==> src/hdl/bisr_pkg.sv <==
`timescale 1ns / 1ps

package bisr_pkg;

  // field widths
  localparam int unsigned VALUE_W = 32;
  localparam int unsigned STEP_W  = 16;
  localparam int unsigned TOL_W   = VALUE_W - 1;
  localparam int unsigned IDX_W   = 2;
  localparam int unsigned CFG_W   = 32;
  localparam int unsigned IN_W    = 3 * VALUE_W;

  // configuration reset values
  localparam logic [STEP_W-1:0] STEP_LIMIT_RST = STEP_W'(1000);
  localparam logic [TOL_W-1:0]  TOLERANCE_RST  = TOL_W'(7);

  // configuration register indexes
  localparam logic [IDX_W-1:0] REG_STEP_LIMIT = 2'd0;
  localparam logic [IDX_W-1:0] REG_TOLERANCE  = 2'd1;
  localparam logic [IDX_W-1:0] REG_USE_VALUE  = 2'd2;
  localparam logic [IDX_W-1:0] REG_USE_WIDTH  = 2'd3;

  // input commands
  localparam logic CMD_START = 1'b0;
  localparam logic CMD_VALUE = 1'b1;

  typedef enum logic [1:0] {
    PH_IDLE = 2'd0,
    PH_LOW  = 2'd1,
    PH_HIGH = 2'd2,
    PH_MID  = 2'd3
  } phase_e;

  typedef enum logic [1:0] {
    ST_EVAL    = 2'd0,
    ST_FOUND   = 2'd1,
    ST_NOCONV  = 2'd2,
    ST_IGNORED = 2'd3
  } status_e;

  typedef struct packed {
    logic [STEP_W-1:0] step_limit;
    logic [TOL_W-1:0]  tolerance;
    logic              use_value;
    logic              use_width;
  } cfg_t;

  typedef struct packed {
    phase_e             phase;
    logic [VALUE_W-1:0] low_end;
    logic [VALUE_W-1:0] high_end;
    logic [VALUE_W-1:0] low_value;
    logic [VALUE_W-1:0] last_mid;
    logic [STEP_W-1:0]  steps_done;
  } state_t;

  typedef struct packed {
    logic               cmd;
    logic [VALUE_W-1:0] end_a;
    logic [VALUE_W-1:0] end_b;
    logic [VALUE_W-1:0] func_value;
  } item_t;

  typedef struct packed {
    status_e            status;
    logic [VALUE_W-1:0] point;
  } result_t;

  // floor((a+b)/2) without overflow
  function automatic logic [VALUE_W-1:0] midpoint(input logic [VALUE_W-1:0] a,
                                                  input logic [VALUE_W-1:0] b);
    logic [VALUE_W-1:0] ha;
    logic [VALUE_W-1:0] hb;
    ha = {a[VALUE_W-1], a[VALUE_W-1:1]};
    hb = {b[VALUE_W-1], b[VALUE_W-1:1]};
    return ha + hb + {{(VALUE_W-1){1'b0}}, a[0] & b[0]};
  endfunction

  // magnitude, most negative value maps to 2^(w-1)
  function automatic logic [VALUE_W-1:0] mag(input logic [VALUE_W-1:0] x);
    return x[VALUE_W-1] ? (~x + VALUE_W'(1)) : x;
  endfunction

  function automatic logic is_neg(input logic [VALUE_W-1:0] x);
    return x[VALUE_W-1];
  endfunction

  function automatic logic is_pos(input logic [VALUE_W-1:0] x);
    return !x[VALUE_W-1] && (x != '0);
  endfunction

  // signs strictly opposite, neither zero
  function automatic logic brackets(input logic [VALUE_W-1:0] x,
                                    input logic [VALUE_W-1:0] y);
    return (is_neg(x) && is_pos(y)) || (is_pos(x) && is_neg(y));
  endfunction

endpackage

==> src/hdl/bisr_cfg.sv <==
`timescale 1ns / 1ps

module bisr_cfg import bisr_pkg::*; (
  input  logic             clk_i,
  input  logic             rst_ni,
  input  logic             cfg_valid_i,
  output logic             cfg_ready_o,
  input  logic [IDX_W-1:0] cfg_index_i,
  input  logic [CFG_W-1:0] cfg_data_i,
  output cfg_t             cfg_o
);

  cfg_t cfg_q, cfg_d;

  assign cfg_ready_o = 1'b1;
  assign cfg_o       = cfg_q;

  // register write decode
  always_comb begin
    cfg_d = cfg_q;
    if (cfg_valid_i) begin
      case (cfg_index_i)
        REG_STEP_LIMIT: cfg_d.step_limit = cfg_data_i[STEP_W-1:0];
        REG_TOLERANCE:  cfg_d.tolerance  = cfg_data_i[TOL_W-1:0];
        REG_USE_VALUE:  cfg_d.use_value  = cfg_data_i[0];
        REG_USE_WIDTH:  cfg_d.use_width  = cfg_data_i[0];
        default:        cfg_d = cfg_q;
      endcase
    end
  end

  always_ff @(posedge clk_i or negedge rst_ni) begin
    if (!rst_ni) begin
      cfg_q.step_limit <= STEP_LIMIT_RST;
      cfg_q.tolerance  <= TOLERANCE_RST;
      cfg_q.use_value  <= 1'b1;
      cfg_q.use_width  <= 1'b1;
    end else begin
      cfg_q <= cfg_d;
    end
  end

endmodule

==> src/hdl/bisr_step.sv <==
`timescale 1ns / 1ps

module bisr_step import bisr_pkg::*; (
  input  item_t   item_i,
  input  state_t  state_i,
  input  cfg_t    cfg_i,
  output state_t  state_o,
  output result_t result_o
);

  logic               value_on;
  logic               width_on;
  logic               fv_ok;
  logic [VALUE_W-1:0] fv;
  logic [VALUE_W-1:0] lo_s;
  logic [VALUE_W-1:0] hi_s;
  logic [VALUE_W-1:0] lv_s;
  logic [STEP_W-1:0]  steps_s;
  logic [VALUE_W-1:0] adv_mid;
  logic [VALUE_W-1:0] span;
  logic               limit_hit;
  logic               narrow;

  // with both tests off, both apply
  assign value_on = cfg_i.use_value || !cfg_i.use_width;
  assign width_on = cfg_i.use_width || !cfg_i.use_value;
  assign fv       = item_i.func_value;
  assign fv_ok    = value_on && (mag(fv) <= {1'b0, cfg_i.tolerance});

  // bracket after the midpoint value has moved one side
  always_comb begin
    lo_s    = state_i.low_end;
    hi_s    = state_i.high_end;
    lv_s    = state_i.low_value;
    steps_s = state_i.steps_done;
    if (state_i.phase == PH_MID) begin
      steps_s = state_i.steps_done + STEP_W'(1);
      if (brackets(state_i.low_value, fv)) begin
        hi_s = state_i.last_mid;
      end else begin
        lo_s = state_i.last_mid;
        lv_s = fv;
      end
    end
  end

  // next midpoint and stop tests
  assign adv_mid   = midpoint(lo_s, hi_s);
  assign span      = hi_s - lo_s;
  assign limit_hit = steps_s >= cfg_i.step_limit;
  assign narrow    = width_on && (span <= {1'b0, cfg_i.tolerance});

  always_comb begin
    state_o         = state_i;
    result_o.status = ST_IGNORED;
    result_o.point  = '0;
    if (item_i.cmd == CMD_START) begin
      // order the endpoints
      if ($signed(item_i.end_a) <= $signed(item_i.end_b)) begin
        state_o.low_end  = item_i.end_a;
        state_o.high_end = item_i.end_b;
      end else begin
        state_o.low_end  = item_i.end_b;
        state_o.high_end = item_i.end_a;
      end
      state_o.low_value  = '0;
      state_o.last_mid   = '0;
      state_o.steps_done = '0;
      state_o.phase      = PH_LOW;
      result_o.status    = ST_EVAL;
      result_o.point     = state_o.low_end;
    end else begin
      case (state_i.phase)
        PH_LOW: begin
          state_o.low_value = fv;
          if (fv_ok) begin
            state_o.phase   = PH_IDLE;
            result_o.status = ST_FOUND;
            result_o.point  = state_i.low_end;
          end else begin
            state_o.phase   = PH_HIGH;
            result_o.status = ST_EVAL;
            result_o.point  = state_i.high_end;
          end
        end
        PH_HIGH, PH_MID: begin
          state_o.steps_done = steps_s;
          if (fv_ok) begin
            state_o.phase   = PH_IDLE;
            result_o.status = ST_FOUND;
            result_o.point  = (state_i.phase == PH_HIGH) ? state_i.high_end
                                                         : state_i.last_mid;
          end else if (state_i.phase == PH_HIGH &&
                       !brackets(state_i.low_value, fv)) begin
            // no sign change across the interval
            state_o.phase   = PH_IDLE;
            result_o.status = ST_NOCONV;
            result_o.point  = adv_mid;
          end else begin
            state_o.low_end   = lo_s;
            state_o.high_end  = hi_s;
            state_o.low_value = lv_s;
            if (limit_hit) begin
              state_o.phase   = PH_IDLE;
              result_o.status = ST_NOCONV;
              result_o.point  = state_i.last_mid;
            end else if (narrow) begin
              state_o.phase   = PH_IDLE;
              result_o.status = ST_FOUND;
              result_o.point  = adv_mid;
            end else begin
              state_o.last_mid = adv_mid;
              state_o.phase    = PH_MID;
              result_o.status  = ST_EVAL;
              result_o.point   = adv_mid;
            end
          end
        end
        default: begin
          result_o.status = ST_IGNORED;
          result_o.point  = '0;
        end
      endcase
    end
  end

endmodule

==> src/hdl/bisection_root_sequencer_core.sv <==
`timescale 1ns / 1ps

// Bisection root search sequencer, Q16.16. A transaction with tuser 0 starts a
// search on the endpoints in tdata; each result asks the external evaluator
// for f at a point (status 0) or ends the search with the answer (status 1
// found, 2 not converged). Send the requested f back with tuser 1; a value
// sent while no search runs returns status 3. Exactly one result comes per
// input transaction. One transaction is taken every cycle while the result
// register is free or being emptied; a result passes through the input
// register and the result register around a combinational update of the
// search state. Write configuration only while no result is outstanding.
module bisection_root_sequencer_core import bisr_pkg::*; (
  input  logic             clk_i,
  input  logic             rst_ni,
  // input stream
  input  logic             s_axis_tvalid,
  output logic             s_axis_tready,
  input  logic [IN_W-1:0]  s_axis_tdata,  // end_a, end_b, func_value
  input  logic [0:0]       s_axis_tuser,  // cmd
  // result stream
  output logic             m_axis_tvalid,
  input  logic             m_axis_tready,
  output logic [VALUE_W-1:0] m_axis_tdata,  // point
  output logic [1:0]       m_axis_tuser,  // status
  // configuration writes
  input  logic             cfg_valid_i,
  output logic             cfg_ready_o,
  input  logic [IDX_W-1:0] cfg_index_i,
  input  logic [CFG_W-1:0] cfg_data_i
);

  cfg_t    cfg;
  item_t   in_q;
  logic    in_valid_q;
  state_t  state_q, state_d;
  result_t res_d, res_q;
  logic    out_valid_q;
  logic    advance;

  bisr_cfg u_cfg (
    .clk_i       (clk_i),
    .rst_ni      (rst_ni),
    .cfg_valid_i (cfg_valid_i),
    .cfg_ready_o (cfg_ready_o),
    .cfg_index_i (cfg_index_i),
    .cfg_data_i  (cfg_data_i),
    .cfg_o       (cfg)
  );

  bisr_step u_step (
    .item_i   (in_q),
    .state_i  (state_q),
    .cfg_i    (cfg),
    .state_o  (state_d),
    .result_o (res_d)
  );

  // item moves on when the result register is free or being emptied
  assign advance       = in_valid_q && (!out_valid_q || m_axis_tready);
  assign s_axis_tready = !in_valid_q || advance;

  // input register
  always_ff @(posedge clk_i or negedge rst_ni) begin
    if (!rst_ni) begin
      in_valid_q <= 1'b0;
    end else if (s_axis_tready) begin
      in_valid_q <= s_axis_tvalid;
    end
  end

  always_ff @(posedge clk_i) begin
    if (s_axis_tready && s_axis_tvalid) begin
      in_q.cmd        <= s_axis_tuser[0];
      in_q.end_a      <= s_axis_tdata[VALUE_W-1:0];
      in_q.end_b      <= s_axis_tdata[2*VALUE_W-1:VALUE_W];
      in_q.func_value <= s_axis_tdata[3*VALUE_W-1:2*VALUE_W];
    end
  end

  // search state
  always_ff @(posedge clk_i or negedge rst_ni) begin
    if (!rst_ni) begin
      state_q <= '{phase: PH_IDLE, default: '0};
    end else if (advance) begin
      state_q <= state_d;
    end
  end

  // result register
  always_ff @(posedge clk_i or negedge rst_ni) begin
    if (!rst_ni) begin
      out_valid_q <= 1'b0;
    end else if (advance) begin
      out_valid_q <= 1'b1;
    end else if (m_axis_tready) begin
      out_valid_q <= 1'b0;
    end
  end

  always_ff @(posedge clk_i) begin
    if (advance) begin
      res_q <= res_d;
    end
  end

  assign m_axis_tvalid = out_valid_q;
  assign m_axis_tdata  = res_q.point;
  assign m_axis_tuser  = res_q.status;

endmodule

==> config.mk <==
export PLATFORM = sky130hd
export DESIGN_NAME = bisection_root_sequencer_core
export DESIGN_NICKNAME = d
export VERILOG_FILES = /design/src/hdl/bisr_pkg.sv /design/src/hdl/bisr_cfg.sv /design/src/hdl/bisr_step.sv /design/src/hdl/bisection_root_sequencer_core.sv
export SDC_FILE = /design/constraint.sdc
export NUM_CORES = 1
export LEC_CHECK = 0
export BUFFER_PORTS_ARGS = -buffer_cell sky130_fd_sc_hd__buf_2
export CORE_MARGIN = 2
export CORE_UTILIZATION = 41
export DETAILED_ROUTE_END_ITERATION = 8
export GPL_TIMING_DRIVEN = 0
export PLACE_DENSITY_LB_ADDON = 0.08
export SKIP_LAST_GASP = 1
export SYNTH_ARGS = -nofsm -noshare
export SYNTH_HDL_FRONTEND = slang
export SYNTH_HIERARCHICAL = 1
export SYNTH_SLANG_ARGS = --single-unit
==> constraint.sdc <==
create_clock -name clk_i -period 19.2 [get_ports clk_i]
set_input_delay 1.92 -clock clk_i [delete_from_list [all_inputs] [get_ports clk_i]]
set_output_delay 1.92 -clock clk_i [all_outputs]
set_load 0.05 [all_outputs]
==> results.md <==
* Top cells by count, synth: dfrtp_1, ha_1, nand2_1
* Ys Warns at 6
* Final setup viols at 0
* Logic pwr share at 0.579
* Post-route DRC at 0
* Peak VDD IR at 0.0698 mV
* Met3 usage at 0.0309
* Largest area contributor in the netlist: dfrtp_1
* Seq/Total Area, Yosys at 0.364
* Slew Viols, Final at 0
* Vias in the first global route at 18700
* IO buf count at 170
* Avg Cell Area, Syn at 10.3 um^2
* Worst path slowest cell: a2111oi_2
* RSZ-0062 raised after global routing: false
* Setup Total Neg Slack at 0 ps
* Min Tclk post-route at 9370 ps
* DIE WIDTH at 248 um
* Met2 Track Usage GR at 0.404
* Worst Skew at 34.7 ps
* Number of synthesized register bits at 328
* Root Buffer: clkbuf_16
* Final WL at 77.2 mm
* Slew HR at 0.380
* Sequential share of power at 0.238
* Antenna Nets Post-Route at 0
* Die area at 61500 um^2
* Overall routing resource usage at 0.249
* Dpl ws at 10260 ps
* Switching share of power at 0.452
* GR Overflow Total at 0
* Number of antenna violations at the first check in global routing at 0
* Crit path DAT at 9840 ps
* Ys flop type: dfrtp_1
* Cell Pwr Density at 155 nW/um^2
* Worst-path fanout max at 10
* Longest Clk Path Bufs at 3
* Reg clk slew, reported paths at 60 ps
* Fill cells at 5556
* Type of the worst min-delay path: reg -> reg
* CP most frequent cell: a21oi_1
* Initial DRT Pass Iterations at 5
* Crit path required time at 19660 ps
* Clock sinks at 328
* Initial Util at 0.414
* Wire per inst at 22.8 um
* Share of cells above drive strength 1 at 0.234
* Most instantiated library cell after synthesis: dfrtp_1
* Cts bufs inserted at 42
* Worst Hold Launch: in_valid_q$_DFFE_PN0P_
* Post-CTS Hold Fix Bufs at 0
* Clock group share of total power at 0.183
* Syn Nets at 2682
* CP endpoint kind: flop
* Leak at 12.5 nW
* Synth cell types at 87
* Setup CP Type: reg -> reg
* H-tree depth at 2
* Max incr delay on CP at 780 ps
* Post-CTS Setup Repair Bufs at 0
* Crit path from: in_q[6]$_DFFE_PP_
* Net count, final at 2898
* First-pass GRT wire length at 115 mm
* Int Power at 2.35 mW
* Core Region at 58900 um^2
* Largest net degree at the start of global routing at 108
* Vias at 19200
* Outcome: complete, no violations
* Post-Syn Instances at 2368
* Reg-to-Reg Start: in_q[6]$_DFFE_PP_
* Final hold vios at 0
* Worst-margin pin slew at 930 ps
* Tcrit/Tclk final at 0.488
* Top cells by area, synth: dfrtp_1, edfxtp_1, ha_1, mux2_4, mux2_2
* Highest clock rate at 107 MHz
* Starting DRC count in detailed routing at 1746
* Net switching power at 1.94 mW
* CTS tree: built
* Startpoint types: flop
* Cts repair resizes at 0
* FP Rows at 89
* Worst-skew pair later-pin latency at 580 ps
* Gp weighted congestion at 0.905
* Num ports at 173
* Maximum Capacitance Violations at 0
* DP Wirelength at 59.3 mm
* Async S/R FF share, synth at 0.601
* Post-synth EDFFs at 131
* GRT busiest layer: met2
* GR Util met1 at 0.347
* Yosys top cell area share at 0.191
* DR vias/cell at 5.66
* DIE HEIGHT at 248 um
* Mapped Area at 24400 um^2
* Final worst-path setup slack at 9830 ps
* Area grow syn2layout at 13.2%
[metrics by stage]
step                cell area [um^2]  hold slack, ps   util  total power, mW  cells
global placement               26200             466  0.445             3.43   3311
global route                   27600             503  0.469             4.58   3391
floorplan                      24400             455      -             2.78   2368
detailed placement             26300             484  0.446             3.47   3313
CTS                            27600             491  0.469             4.28   3391
finish                         27600             484  0.469             4.29   3392
[cell usage in the layout (no fill, tap or decap), drive strengths merged, types with 5 or more instances in the layout]
cell type and instances:
o221ai 21, o22ai 13, and3 7, a211o 6, nor4 20, nand2 169, nor3 37, a211oi 10
o221a 14, clkinv 13, nand2b 19, edfxtp 131, clkbuf 117, mux2i 141, mux2 260, xor2 16
ha 175, nor2b 15, or3 22, nand3 29, a21oi 161, dfrtp 186, buf 244, nand4 32
xnor2 83, dfstp 11, or2 5, o21a 8, a21o 49, o211ai 27, nand3b 6, o21ai 119
nor2 161, and2 17, a2111oi 7, a31oi 6, inv 160, o21bai 18, o31ai 21
[sequential cells by signal, indices dropped and copies added, names as in the netlist]
name / cells
state_q: 146
m_axis_tvalid: 1
m_axis_tdata: 32
in_valid_q: 1
u_cfg/cfg_o: 49
in_q: 97
m_axis_tuser: 2
[cells by family (layout without fill, tap and decap cells)]
group           Yosys count  in the layout  share of synthesized area
simple gates            553            553                      0.109
compound gates          519            519                      0.137
mux                     401            401                      0.199
flops                   328            328                      0.364
buf+inv                 289            539                     0.0626
fa+ha+maj               178            178                     0.0922
xor+xnor                 99             99                     0.0355
other cells               1              2                   0.000154
[area by class of cell]
class | instances | area [um^2] | share of cell area
sequential | 328 | 8880 | 0.321
timing repair buffer | 172 | 916 | 0.0331
clock inverter | 18 | 215 | 0.00779
antenna | 1 | 2.50 | 0.0000906
buffer | 129 | 927 | 0.0336
inverter | 160 | 601 | 0.0217
tap | 773 | 967 | 0.0350
clock buffer | 60 | 1120 | 0.0405
multi-input combinational | 1751 | 14000 | 0.507
[worst max-delay path: cells and delay by family, from the launching register on]
kind            cells  cell delay (ps)
compound gates     14             4100
simple gates        6             2100
buf+inv             4              980
mux                 3              850
fa+ha+maj           2              540
flops               1              480
xor+xnor            1              170
[power groups by stage]
stage | clock [mW] | combinational (mW) | sequential (mW)
6_report | 0.786 | 2.48 | 1.02
2_1_floorplan | 0 | 1.74 | 1.04
3_5_place_dp | 0 | 2.44 | 1.03
5_1_grt | 0.833 | 2.71 | 1.04
3_3_place_gp | 0 | 2.40 | 1.03
4_1_cts | 0.804 | 2.46 | 1.02
[metal layers]
layer,up-vias,share of wire
met3,116,0.054
met4,0,0.030
met2,590,0.47
met1,9477,0.45
met5,-,0
li1,9021,-
[worst paths after layout]
check | end | slack (ps) | cells after the start
setup / recovery | state_q[29]$_DFFE_PN0P_ | 9830 | 30
hold / removal | m_axis_tvalid$_DFFE_PN0P_ | 480 | 1
setup reg to reg | state_q[29]$_DFFE_PN0P_ | 9830 | 30
hold reg to reg | m_axis_tvalid$_DFFE_PN0P_ | 480 | 1
max in group asynchronous | state_q[43]$_DFFE_PN0P_ | 16720 | 2
min in group asynchronous | m_axis_tvalid$_DFFE_PN0P_ | 1350 | 1
(Power assumes the default switching activity.)
